`src/hw/rtl/crrqp_pkg.sv`:
```
// Shared constants, codes and control/status types of the credit round-robin queue picker.
package crrqp_pkg;

	localparam int unsigned DEF_MAX_QUEUES  = 64;
	localparam int unsigned DEF_CREDIT_BITS = 16;

	// Queues examined per leaf of the registered search tree
	localparam int unsigned GROUP_SIZE = 8;

	localparam int unsigned CMD_W      = 2;
	localparam int unsigned QIDX_W     = 6;
	localparam int unsigned SIZE_W     = 16;
	localparam int unsigned LEN_W      = 32;
	localparam int unsigned CODE_W     = 8;
	localparam int unsigned OUTCOME_W  = 3;
	localparam int unsigned CREDOUT_W  = 16;
	localparam int unsigned NQ_W       = 7;
	localparam int unsigned RESERVE_W  = 16;
	localparam int unsigned CFG_IDX_W  = 2;
	localparam int unsigned CFG_DATA_W = 32;

	localparam logic [CMD_W-1:0] CMD_INIT     = 2'd0;
	localparam logic [CMD_W-1:0] CMD_ACQUIRE  = 2'd1;
	localparam logic [CMD_W-1:0] CMD_COMPLETE = 2'd2;
	localparam logic [CMD_W-1:0] CMD_NONE     = 2'd3;

	localparam logic [OUTCOME_W-1:0] OUT_GRANTED   = 3'd0;
	localparam logic [OUTCOME_W-1:0] OUT_BAD_LEN   = 3'd1;
	localparam logic [OUTCOME_W-1:0] OUT_NO_CREDIT = 3'd2;
	localparam logic [OUTCOME_W-1:0] OUT_PENDING   = 3'd3;
	localparam logic [OUTCOME_W-1:0] OUT_DONE_OK   = 3'd4;
	localparam logic [OUTCOME_W-1:0] OUT_DONE_FAIL = 3'd5;
	localparam logic [OUTCOME_W-1:0] OUT_LOADED    = 3'd6;

	localparam logic [CODE_W-1:0] CODE_NONE = 8'd0;
	localparam logic [CODE_W-1:0] CODE_OK   = 8'd1;

	localparam logic [CFG_IDX_W-1:0] REG_NUM_QUEUES   = 2'd0;
	localparam logic [CFG_IDX_W-1:0] REG_SYNC_RESERVE = 2'd1;
	localparam logic [CFG_IDX_W-1:0] REG_MAX_TRANSFER = 2'd2;

	localparam logic [NQ_W-1:0]       NUM_QUEUES_RST   = 7'd1;
	localparam logic [RESERVE_W-1:0]  SYNC_RESERVE_RST = 16'd16;
	localparam logic [LEN_W-1:0]      MAX_TRANSFER_RST = 32'h8000_0000;

	// Commands from the controller to the datapath
	typedef struct packed {
		logic load;
		logic init_wr;
		logic bad_emit;
		logic mod_load;
		logic mod_step;
		logic srch1;
		logic srch2;
		logic rd_comp;
		logic rd_grant;
		logic wb_comp;
		logic wb_grant;
		logic no_credit;
	} crrqp_ctrl_t;

	// Status from the datapath to the controller
	typedef struct packed {
		logic [CMD_W-1:0] cmd;
		logic             len_bad;
		logic             ptr_wrap;
		logic             mod_last;
		logic             found;
	} crrqp_stat_t;

endpackage

```
`src/hw/rtl/credit_round_robin_queue_picker.sv`:
```
// Top level of the credit round-robin queue picker.
// A request is taken at a clock edge with start high and busy low, and its single result
// appears on outcome, granted_queue and credits_left for exactly one cycle with done high;
// the receiver cannot stall it. Requests are handled one at a time. A completion report
// reads the entry, then writes it back on the credit RAM. An acquire runs a length check
// (a failure ends it), two registered levels of the round-robin search over groups of eight
// queues (no credit found ends it), a RAM read and the decrement write-back. When the
// rotation pointer lies at or above the queue count (after num_queues has been lowered)
// an acquire runs the bit-serial remainder before the search. Command code 3 is taken and
// dropped without a result. Configuration writes go straight to the registers and must
// come while idle.
module credit_round_robin_queue_picker import crrqp_pkg::*; #(
	parameter int unsigned MAX_QUEUES  = DEF_MAX_QUEUES,
	parameter int unsigned CREDIT_BITS = DEF_CREDIT_BITS
) (
	input  logic                  clk,
	input  logic                  arst_n,
	input  logic                  start,
	output logic                  busy,
	input  logic [CMD_W-1:0]      cmd,
	input  logic [QIDX_W-1:0]     queue_index,
	input  logic [SIZE_W-1:0]     queue_size,
	input  logic [LEN_W-1:0]      xfer_length,
	input  logic [CODE_W-1:0]     completion_code,
	output logic                  done,
	output logic [OUTCOME_W-1:0]  outcome,
	output logic [QIDX_W-1:0]     granted_queue,
	output logic [CREDOUT_W-1:0]  credits_left,
	input  logic                  cfg_we,
	input  logic [CFG_IDX_W-1:0]  cfg_index,
	input  logic [CFG_DATA_W-1:0] cfg_data
);

	crrqp_ctrl_t ctl;
	crrqp_stat_t sts;

	crrqp_ctrl u_ctrl (
		.clk    (clk),
		.arst_n (arst_n),
		.start  (start),
		.cmd    (cmd),
		.sts    (sts),
		.ctl    (ctl),
		.busy   (busy)
	);

	crrqp_datapath #(
		.MAX_QUEUES  (MAX_QUEUES),
		.CREDIT_BITS (CREDIT_BITS)
	) u_datapath (
		.clk             (clk),
		.arst_n          (arst_n),
		.ctl             (ctl),
		.sts             (sts),
		.cmd             (cmd),
		.queue_index     (queue_index),
		.queue_size      (queue_size),
		.xfer_length     (xfer_length),
		.completion_code (completion_code),
		.cfg_we          (cfg_we),
		.cfg_index       (cfg_index),
		.cfg_data        (cfg_data),
		.done            (done),
		.outcome         (outcome),
		.granted_queue   (granted_queue),
		.credits_left    (credits_left)
	);

endmodule

```
`src/hw/rtl/crrqp_ram.sv`:
```
// Generic single-write, single-read RAM with registered read data.
module crrqp_ram #(
	parameter int unsigned WIDTH = 16,
	parameter int unsigned DEPTH = 64
) (
	input  logic                                        clk,
	input  logic                                        we,
	input  logic [((DEPTH > 1) ? $clog2(DEPTH) : 1)-1:0] waddr,
	input  logic [WIDTH-1:0]                            wdata,
	input  logic [((DEPTH > 1) ? $clog2(DEPTH) : 1)-1:0] raddr,
	output logic [WIDTH-1:0]                            rdata
);

	logic [WIDTH-1:0] mem [DEPTH];
	logic [WIDTH-1:0] rdata_q;

	always_ff @(posedge clk) begin
		if (we) begin
			mem[waddr] <= wdata;
		end
		rdata_q <= mem[raddr];
	end

	assign rdata = rdata_q;

endmodule

```
`src/hw/rtl/crrqp_ctrl.sv`:
```
// Controller state machine of the credit round-robin queue picker.
module crrqp_ctrl import crrqp_pkg::*; (
	input  logic             clk,
	input  logic             arst_n,
	input  logic             start,
	input  logic [CMD_W-1:0] cmd,
	input  crrqp_stat_t      sts,
	output crrqp_ctrl_t      ctl,
	output logic             busy
);

	typedef enum logic [2:0] {
		ST_IDLE,
		ST_DECODE,
		ST_MOD,
		ST_SRCH1,
		ST_SRCH2,
		ST_PICK,
		ST_WB_GRANT,
		ST_WB_COMP
	} state_t;

	state_t state_q, state_d;
	logic   busy_q;

	always_comb begin
		ctl     = '0;
		state_d = state_q;
		unique case (state_q)
			ST_IDLE: begin
				if (start) begin
					ctl.load = 1'b1;
					// an unused command is taken and dropped
					if (cmd != CMD_NONE) begin
						state_d = ST_DECODE;
					end
				end
			end
			ST_DECODE: begin
				unique case (sts.cmd)
					CMD_INIT: begin
						ctl.init_wr = 1'b1;
						state_d     = ST_IDLE;
					end
					CMD_ACQUIRE: begin
						if (sts.len_bad) begin
							ctl.bad_emit = 1'b1;
							state_d      = ST_IDLE;
						end else begin
							ctl.mod_load = 1'b1;
							state_d      = sts.ptr_wrap ? ST_MOD : ST_SRCH1;
						end
					end
					CMD_COMPLETE: begin
						ctl.rd_comp = 1'b1;
						state_d     = ST_WB_COMP;
					end
					default: begin
						state_d = ST_IDLE;
					end
				endcase
			end
			ST_MOD: begin
				ctl.mod_step = 1'b1;
				if (sts.mod_last) begin
					state_d = ST_SRCH1;
				end
			end
			ST_SRCH1: begin
				ctl.srch1 = 1'b1;
				state_d   = ST_SRCH2;
			end
			ST_SRCH2: begin
				ctl.srch2 = 1'b1;
				state_d   = ST_PICK;
			end
			ST_PICK: begin
				if (sts.found) begin
					ctl.rd_grant = 1'b1;
					state_d      = ST_WB_GRANT;
				end else begin
					ctl.no_credit = 1'b1;
					state_d       = ST_IDLE;
				end
			end
			ST_WB_GRANT: begin
				ctl.wb_grant = 1'b1;
				state_d      = ST_IDLE;
			end
			ST_WB_COMP: begin
				ctl.wb_comp = 1'b1;
				state_d     = ST_IDLE;
			end
			default: begin
				state_d = ST_IDLE;
			end
		endcase
	end

	always_ff @(posedge clk or negedge arst_n) begin
		if (!arst_n) begin
			state_q <= ST_IDLE;
			busy_q  <= 1'b0;
		end else begin
			state_q <= state_d;
			busy_q  <= (state_d != ST_IDLE);
		end
	end

	assign busy = busy_q;

endmodule

```
`src/hw/rtl/crrqp_datapath.sv`:
```
// Datapath: configuration, credit store, pointer remainder unit, search tree and result registers.
module crrqp_datapath import crrqp_pkg::*; #(
	parameter int unsigned MAX_QUEUES  = DEF_MAX_QUEUES,
	parameter int unsigned CREDIT_BITS = DEF_CREDIT_BITS
) (
	input  logic                  clk,
	input  logic                  arst_n,
	input  crrqp_ctrl_t           ctl,
	output crrqp_stat_t           sts,
	input  logic [CMD_W-1:0]      cmd,
	input  logic [QIDX_W-1:0]     queue_index,
	input  logic [SIZE_W-1:0]     queue_size,
	input  logic [LEN_W-1:0]      xfer_length,
	input  logic [CODE_W-1:0]     completion_code,
	input  logic                  cfg_we,
	input  logic [CFG_IDX_W-1:0]  cfg_index,
	input  logic [CFG_DATA_W-1:0] cfg_data,
	output logic                  done,
	output logic [OUTCOME_W-1:0]  outcome,
	output logic [QIDX_W-1:0]     granted_queue,
	output logic [CREDOUT_W-1:0]  credits_left
);

	localparam int unsigned QW = (MAX_QUEUES > 1) ? $clog2(MAX_QUEUES) : 1;
	localparam int unsigned NW = $clog2(MAX_QUEUES + 1);
	localparam int unsigned CW = (NW > NQ_W) ? NW : NQ_W;
	localparam int unsigned NG = (MAX_QUEUES + GROUP_SIZE - 1) / GROUP_SIZE;
	localparam int unsigned OW = $clog2(GROUP_SIZE);
	localparam int unsigned GW = (NG > 1) ? $clog2(NG) : 1;
	localparam int unsigned XW = GW + OW;
	localparam int unsigned SW = (SIZE_W > CREDIT_BITS) ? SIZE_W : CREDIT_BITS;
	localparam int unsigned BW = (QW > 1) ? $clog2(QW) : 1;
	localparam logic [CREDIT_BITS-1:0] CREDIT_MAX = '1;

	// configuration
	logic [NQ_W-1:0]      num_queues_q;
	logic [RESERVE_W-1:0] sync_reserve_q;
	logic [LEN_W-1:0]     max_transfer_q;

	// latched request
	logic [CMD_W-1:0]  cmd_q;
	logic [QIDX_W-1:0] qidx_q;
	logic [SIZE_W-1:0] size_q;
	logic [LEN_W-1:0]  len_q;
	logic [CODE_W-1:0] code_q;

	// rotation and remainder unit
	logic [QW-1:0] ptr_q;
	logic [QW-1:0] start_q;
	logic [NW-1:0] rem_q;
	logic [QW-1:0] sh_q;
	logic [BW-1:0] bit_cnt_q;

	// nonzero flag per queue, cleared at reset and updated on every write
	logic [MAX_QUEUES-1:0] nz_q;

	// search tree
	logic [NG*GROUP_SIZE-1:0] req_all, req_hi;
	logic [NG-1:0]            any_all_c, any_hi_c, any_all_s1, any_hi_s1;
	logic [OW-1:0]            off_all_c [NG];
	logic [OW-1:0]            off_hi_c  [NG];
	logic [OW-1:0]            off_all_s1 [NG];
	logic [OW-1:0]            off_hi_s1  [NG];
	logic                     found_c, found_s2;
	logic [XW-1:0]            sel_c;
	logic [QW-1:0]            grant_s2;

	// credit store access
	logic                   ram_we;
	logic [QW-1:0]          ram_waddr, ram_raddr, rd_idx_q;
	logic [CREDIT_BITS-1:0] ram_wdata, ram_rdata;

	logic [CW-1:0]          nq_ext;
	logic [NW-1:0]          n_eff;
	logic                   q_in_store;
	logic [QW-1:0]          q_addr;
	logic [SW-1:0]          diff_w;
	logic [CREDIT_BITS-1:0] init_cred, rd_credit, comp_cred, grant_cred;
	logic [NW:0]            mod_t, mod_red;
	logic [NW:0]            ptr_next;
	logic [OUTCOME_W-1:0]   comp_outcome;

	logic                 done_q;
	logic [OUTCOME_W-1:0] outcome_q;
	logic [QIDX_W-1:0]    gq_q;
	logic [CREDOUT_W-1:0] cl_q;

	always_ff @(posedge clk or negedge arst_n) begin
		if (!arst_n) begin
			num_queues_q   <= NUM_QUEUES_RST;
			sync_reserve_q <= SYNC_RESERVE_RST;
			max_transfer_q <= MAX_TRANSFER_RST;
		end else if (cfg_we) begin
			unique case (cfg_index)
				REG_NUM_QUEUES:   num_queues_q   <= cfg_data[NQ_W-1:0];
				REG_SYNC_RESERVE: sync_reserve_q <= cfg_data[RESERVE_W-1:0];
				REG_MAX_TRANSFER: max_transfer_q <= cfg_data[LEN_W-1:0];
				default: ;
			endcase
		end
	end

	always_ff @(posedge clk) begin
		if (ctl.load) begin
			cmd_q  <= cmd;
			qidx_q <= queue_index;
			size_q <= queue_size;
			len_q  <= xfer_length;
			code_q <= completion_code;
		end
	end

	// clamp the queue count into 1..MAX_QUEUES
	assign nq_ext = CW'(num_queues_q);
	always_comb begin
		if (nq_ext == '0) begin
			n_eff = NW'(1);
		end else if (nq_ext > CW'(MAX_QUEUES)) begin
			n_eff = NW'(MAX_QUEUES);
		end else begin
			n_eff = NW'(nq_ext);
		end
	end

	assign q_in_store = (32'(qidx_q) < 32'(MAX_QUEUES));
	assign q_addr     = QW'(qidx_q);

	always_comb begin
		if (size_q > sync_reserve_q) begin
			diff_w = SW'(size_q - sync_reserve_q);
		end else begin
			diff_w = SW'(1);
		end
		if (diff_w > SW'(CREDIT_MAX)) begin
			init_cred = CREDIT_MAX;
		end else begin
			init_cred = CREDIT_BITS'(diff_w);
		end
	end

	// an entry never written reads as zero credit
	assign rd_credit  = nz_q[rd_idx_q] ? ram_rdata : '0;
	assign comp_cred  = (code_q != CODE_NONE && rd_credit != CREDIT_MAX) ?
			rd_credit + CREDIT_BITS'(1) : rd_credit;
	assign grant_cred = rd_credit - CREDIT_BITS'(1);

	always_comb begin
		if (code_q == CODE_NONE) begin
			comp_outcome = OUT_PENDING;
		end else if (code_q == CODE_OK) begin
			comp_outcome = OUT_DONE_OK;
		end else begin
			comp_outcome = OUT_DONE_FAIL;
		end
	end

	always_comb begin
		ram_we    = 1'b0;
		ram_waddr = q_addr;
		ram_wdata = init_cred;
		if (ctl.init_wr) begin
			ram_we = q_in_store;
		end
		if (ctl.wb_comp) begin
			ram_we    = q_in_store;
			ram_waddr = rd_idx_q;
			ram_wdata = comp_cred;
		end
		if (ctl.wb_grant) begin
			ram_we    = 1'b1;
			ram_waddr = rd_idx_q;
			ram_wdata = grant_cred;
		end
	end

	assign ram_raddr = ctl.rd_grant ? grant_s2 : q_addr;

	crrqp_ram #(
		.WIDTH (CREDIT_BITS),
		.DEPTH (MAX_QUEUES)
	) u_credit_ram (
		.clk   (clk),
		.we    (ram_we),
		.waddr (ram_waddr),
		.wdata (ram_wdata),
		.raddr (ram_raddr),
		.rdata (ram_rdata)
	);

	always_ff @(posedge clk) begin
		if (ctl.rd_comp || ctl.rd_grant) begin
			rd_idx_q <= ram_raddr;
		end
	end

	always_ff @(posedge clk or negedge arst_n) begin
		if (!arst_n) begin
			nz_q <= '0;
		end else if (ram_we) begin
			nz_q[ram_waddr] <= (ram_wdata != '0);
		end
	end

	// restoring remainder of the pointer by the queue count, one bit a cycle
	assign mod_t   = {rem_q, sh_q[QW-1]};
	assign mod_red = (mod_t >= (NW+1)'(n_eff)) ? mod_t - (NW+1)'(n_eff) : mod_t;
	assign ptr_next = (NW+1)'(start_q) + (NW+1)'(1);

	always_ff @(posedge clk or negedge arst_n) begin
		if (!arst_n) begin
			ptr_q <= '0;
		end else if (ctl.srch1) begin
			// advance the pointer, wrap at the queue count
			ptr_q <= (ptr_next == (NW+1)'(n_eff)) ? '0 : QW'(ptr_next);
		end
	end

	always_ff @(posedge clk) begin
		if (ctl.mod_load) begin
			start_q   <= ptr_q;
			rem_q     <= '0;
			sh_q      <= ptr_q;
			bit_cnt_q <= BW'(QW - 1);
		end else if (ctl.mod_step) begin
			rem_q     <= NW'(mod_red);
			sh_q      <= sh_q << 1;
			bit_cnt_q <= bit_cnt_q - BW'(1);
			if (bit_cnt_q == '0) begin
				start_q <= QW'(mod_red);
			end
		end
	end

	// leaf level: per group, any request and lowest requesting offset
	always_comb begin
		req_all = '0;
		req_hi  = '0;
		for (int i = 0; i < MAX_QUEUES; i++) begin
			req_all[i] = nz_q[i] && (NW'(i) < n_eff);
			req_hi[i]  = req_all[i] && (QW'(i) >= start_q);
		end
	end

	always_comb begin
		for (int g = 0; g < NG; g++) begin
			any_all_c[g] = 1'b0;
			any_hi_c[g]  = 1'b0;
			off_all_c[g] = '0;
			off_hi_c[g]  = '0;
			for (int k = GROUP_SIZE - 1; k >= 0; k--) begin
				if (req_all[g*GROUP_SIZE + k]) begin
					any_all_c[g] = 1'b1;
					off_all_c[g] = OW'(k);
				end
				if (req_hi[g*GROUP_SIZE + k]) begin
					any_hi_c[g] = 1'b1;
					off_hi_c[g] = OW'(k);
				end
			end
		end
	end

	always_ff @(posedge clk) begin
		if (ctl.srch1) begin
			any_all_s1 <= any_all_c;
			any_hi_s1  <= any_hi_c;
			off_all_s1 <= off_all_c;
			off_hi_s1  <= off_hi_c;
		end
	end

	// root level: queues from the start onward first, then wrap to the lowest
	always_comb begin
		found_c = 1'b0;
		sel_c   = '0;
		for (int g = NG - 1; g >= 0; g--) begin
			if (|any_hi_s1) begin
				if (any_hi_s1[g]) begin
					found_c = 1'b1;
					sel_c   = {GW'(g), off_hi_s1[g]};
				end
			end else if (any_all_s1[g]) begin
				found_c = 1'b1;
				sel_c   = {GW'(g), off_all_s1[g]};
			end
		end
	end

	always_ff @(posedge clk) begin
		if (ctl.srch2) begin
			found_s2 <= found_c;
			grant_s2 <= QW'(sel_c);
		end
	end

	always_ff @(posedge clk or negedge arst_n) begin
		if (!arst_n) begin
			done_q <= 1'b0;
		end else begin
			done_q <= ctl.init_wr || ctl.bad_emit || ctl.no_credit ||
					ctl.wb_comp || ctl.wb_grant;
		end
	end

	always_ff @(posedge clk) begin
		if (ctl.init_wr) begin
			outcome_q <= OUT_LOADED;
			gq_q      <= qidx_q;
			cl_q      <= q_in_store ? CREDOUT_W'(init_cred) : '0;
		end else if (ctl.bad_emit) begin
			outcome_q <= OUT_BAD_LEN;
			gq_q      <= '0;
			cl_q      <= '0;
		end else if (ctl.no_credit) begin
			outcome_q <= OUT_NO_CREDIT;
			gq_q      <= '0;
			cl_q      <= '0;
		end else if (ctl.wb_comp) begin
			outcome_q <= comp_outcome;
			gq_q      <= qidx_q;
			cl_q      <= q_in_store ? CREDOUT_W'(comp_cred) : '0;
		end else if (ctl.wb_grant) begin
			outcome_q <= OUT_GRANTED;
			gq_q      <= QIDX_W'(rd_idx_q);
			cl_q      <= CREDOUT_W'(grant_cred);
		end
	end

	assign sts.cmd      = cmd_q;
	assign sts.len_bad  = (len_q == '0) || (len_q > max_transfer_q);
	assign sts.ptr_wrap = (NW'(ptr_q) >= n_eff);
	assign sts.mod_last = (bit_cnt_q == '0);
	assign sts.found    = found_s2;

	assign done          = done_q;
	assign outcome       = outcome_q;
	assign granted_queue = gq_q;
	assign credits_left  = cl_q;

endmodule

```
`config.mk`:
```
export PLATFORM = sky130hd
export DESIGN_NAME = credit_round_robin_queue_picker
export DESIGN_NICKNAME = d
export VERILOG_FILES = /design/src/hw/rtl/crrqp_pkg.sv /design/src/hw/rtl/credit_round_robin_queue_picker.sv /design/src/hw/rtl/crrqp_ram.sv /design/src/hw/rtl/crrqp_ctrl.sv /design/src/hw/rtl/crrqp_datapath.sv
export SDC_FILE = /design/constraint.sdc
export NUM_CORES = 2
export LEC_CHECK = 0
export ABC_AREA = 1
export BUFFER_PORTS_ARGS = -buffer_cell sky130_fd_sc_hd__buf_2
export CAP_MARGIN = 0
export CELL_PAD_IN_SITES_DETAIL_PLACEMENT = 0
export CELL_PAD_IN_SITES_GLOBAL_PLACEMENT = 2
export CORE_ASPECT_RATIO = 0.75
export CORE_MARGIN = 2
export CORE_UTILIZATION = 40
export DETAILED_ROUTE_END_ITERATION = 8
export PLACE_DENSITY_LB_ADDON = 0.1
export SYNTH_ARGS = -nofsm -noshare
export SYNTH_HDL_FRONTEND = slang
export SYNTH_SLANG_ARGS = --single-unit
```
`constraint.sdc`:
```
create_clock -name clk -period 8.9 [get_ports clk]
set_input_delay 1.78 -clock clk [delete_from_list [all_inputs] [get_ports clk]]
set_output_delay 1.78 -clock clk [all_outputs]
set_load 0.02 [all_outputs]
```
==> impl_results.md <==
- Status: finished, final reports clean
- Leakage: 24.5 nW
- Top cells by count, synth: edfxtp_1 (1199), nor2_1 (803), o21ai_0 (739)
- Hold slack: 0.468 ns
- Worst Hold Class: reg2reg
- Worst slew pin tran: 1.25 ns
- CP Max Fanout: 66
- DRC: 0
- Final Routed Wirelength: 200 mm
- Vias/cell: 5.63
- Fin. Hold Viols: 0
- DR pass1 iterations: 6
- HPWL Detailed: 122 mm
- Hold Crit Depth: 2
- Setup TNS: 0 ns
- Reg2Reg Depth: 30
- Tcrit/Tclk final: 0.716
- Area contributors post-synth: edfxtp_1 (60%), o21ai_0 (6.2%), dfrtp_1 (5.3%), nor2_1 (5.0%), nand2_1 (4.6%)
- CTS Buffer Depth: 3
- Fmax: 157 MHz
- Crit path buffers/inverters: 4
- Mean post-synth cell area: 10.9 um^2
- Slew headroom: 0.158
- Final Net Count: 5738
- Setup violators final: 0
- Mux share of post-synthesis cell area: 0.000543
- Synthesized Nets: 5665
- Synth area leader: edfxtp_1
- Post-synth EDFFs: 1199
- Synth Area in Compound Gates: 0.136
- Core ar.: 148000 um^2
- Cell mode on critical path: nand2_1
- Main synth FF type: edfxtp_1
- Reg2reg start: u_datapath.rd_idx_q[0]$_DFFE_PP_
- Largest net degree at the start of global routing: 197
- Post-CTS Setup Inserts: 0
- Post-synth cell types: 65
- Number of global-route vias before repair: 40400
- Cell count after placement: 7400
- Initial antenna violation count: 6
- Cts hold-fix bufs: 0
- Cell Area, Synth: 59900 um^2
- Cts repair resizes: 0
- VDD IR max: 281 uV
- Clock Latency Late Sink: 0.79 ns
- CTS clk-pin slew, worst paths: 0.06 ns
- # fillers: 13900
- Io pins: 129
- Worst r2r dst: u_datapath.nz_q[63]$_DFFE_PN0P_
- Initial Util: 0.405
- #FFs+latches synth: 1358
- Final ANT Viol Nets: 0
- Non-Filler Instances: 7669
- Largest family of logic cells by synthesized area: compound AO/OA/AOI/OAI gates
- CTS root buf: clkbuf_16
- Critical-path top delay cell: edfxtp_1
- Startpoint class of the critical path: flop
- Clock sinks: 1358
- PwrDens: 322 nW/um^2
- Die area: 153000 um^2
- # rows: 122
- Routed vias: 43100
- Final Wtd Congestion: 0.904
- Share of layout cells above drive strength 1: 0.0995
- Delay of the slowest cell on the worst path: 1.16 ns
- Synth warnings: 0
- Fin. max-slew vios: 0
- Post-synth top area share: 0.601
- Gate Count Post-Synth: 5490
- CTS tree: built
- Register Area: 39800 um^2
- WS Path Type: reg2reg
- Most frequent cell after synthesis: edfxtp_1
- Num CTS Buffers: 145
- Post-Synth Adder-Cell Area: 0.0155
- Grt ovf: 0
- DR WL/cell: 26.0 um
- Worst Skew: 0.0294 ns
- Port Buf Inserts: 128
- Worst path top cell family by delay: simple AND/OR/NAND/NOR gates
- Die X: 451 um
- Post-Synth Simple-Gate Area: 0.133
- Gr usage total: 0.257
- Critical path arrival: 7.08 ns
- Hold path start: u_datapath.outcome[0]$_SDFFE_PP0P_
- Die Span Y: 339 um
- Worst hold path endpoint: u_datapath.outcome[0]$_SDFFE_PP0P_
- Area Growth Syn to Fin: 12.8%
- Crit path time final: 6.38 ns
- DR iter-0 viols: 4623
- H-tree depth: 4
- Register area share after synthesis: 0.665
- R2R setup slack: 2.52 ns
- Area occupied by multi-input gates: 17600 um^2
- CP endpoint kind: flop
- First-pass GRT wire length: 289 mm
- Synth async-reset ratio: 0.0957
- Max Cap Violations: 0
- RSZ-0062 raised after global routing: no
- Area share of xor/xnor cells in the synthesized design: 0.00380
- Worst Path Required: 9.61 ns
==> placed cells by master, fill, tap and decap left out, types with 18 or more instances in the layout <==
cell type,count
clkinv_1,30
dfrtp_1,127
inv_1,387
nor2_2,50
nor2_1,742
buf_2,127
o211ai_1,152
o22ai_1,139
nor3_1,61
clkinv_2,27
nor2_4,21
ha_1,71
nor4_1,18
o21ai_0,737
xor2_1,18
a21oi_1,118
dfxtp_1,29
nand4_1,22
clkbuf_1,38
edfxtp_1,1199
o221ai_1,130
buf_4,90
clkbuf_16,152
nand3_1,263
nand2_1,719
==> worst max path at each step <==
| stage | cells past startpoint | to | from | slack, ns |
|---|---|---|---|---|
| 2_1_floorplan | 34 | u_datapath.nz_q[21]$_DFFE_PN0P_ | u_datapath.rd_idx_q[0]$_DFFE_PP_ | 4.53 |
| 3_3_place_gp | 30 | u_datapath.nz_q[28]$_DFFE_PN0P_ | u_datapath.rd_idx_q[0]$_DFFE_PP_ | 2.64 |
| 3_5_place_dp | 30 | u_datapath.nz_q[33]$_DFFE_PN0P_ | u_datapath.rd_idx_q[0]$_DFFE_PP_ | 2.57 |
| 4_1_cts | 30 | u_datapath.nz_q[33]$_DFFE_PN0P_ | u_datapath.rd_idx_q[0]$_DFFE_PP_ | 2.53 |
| 5_1_grt | 30 | u_datapath.nz_q[39]$_DFFE_PN0P_ | u_datapath.rd_idx_q[0]$_DFFE_PP_ | 1.91 |
| 6_report | 30 | u_datapath.nz_q[63]$_DFFE_PN0P_ | u_datapath.rd_idx_q[0]$_DFFE_PP_ | 2.52 |
==> where the power goes <==
group	internal, W	switching, W	leakage (nW)
clock network	0.00334	0.00257	2.25
registers	0.00849	0.000503	12.8
logic	0.00166	0.00522	9.41
==> per-stage QoR <==
step,total power (W),cell area [um^2],utilization,setup slack [ns]
2_1_floorplan,0.0130,59900,-,4.53
3_3_place_gp,0.0159,63000,0.426,2.64
3_5_place_dp,0.0160,63000,0.426,2.57
4_1_cts,0.0219,67600,0.456,2.53
5_1_grt,0.0229,67600,0.456,1.91
6_report,0.0218,67600,0.457,2.52
==> kinds of logic after synthesis <==
| group | Yosys count |
|---|---|
| AO/OA/AOI/OAI | 1374 |
| XOR/XNOR | 26 |
| buffers and inverters | 711 |
| adder cells (fa/ha/maj) | 73 |
| AND/OR/NAND/NOR | 1945 |
| multiplexers | 3 |
| flip-flops | 1358 |
==> area by class of cell <==
type,instances,share of cell area
tap,1984,0.0367
clock inverter,69,0.00809
antenna,4,0.000148
timing repair buffer,227,0.0222
multi-input combinational,3421,0.261
sequential,1358,0.589
inverter,410,0.0231
clock buffer,196,0.0596
==> flip-flops by register name, indices dropped and copies added (netlist names), 8 cells and up <==
register and count:
u_datapath.u_credit_ram.mem 1024, u_datapath.nz_q 64, u_datapath.len_q 32, u_datapath.max_transfer_q 32
u_datapath.off_all_s1 24, u_datapath.off_hi_s1 24, u_datapath.credits_left 16, u_datapath.size_q 16
u_datapath.sync_reserve_q 16, u_datapath.u_credit_ram.rdata 16, u_datapath.any_all_s1 8, u_datapath.any_hi_s1 8
u_datapath.code_q 8
==> routing by layer <==
metal	vias up	GRT usage	wire length (um)
met4	2	0.0610	3990
met3	214	0.0459	14200
met5	-	0	13
met2	1446	0.367	84700
met1	21600	0.402	96700
li1	19900	-	-
==> tightest hold or removal path: stages (launching register included) <==
cell and delay, ns:
dfxtp_1 0.31, nand2_1 0.06, a21oi_1 0.05
No activity file was read; power rests on OpenSTA's default activity.
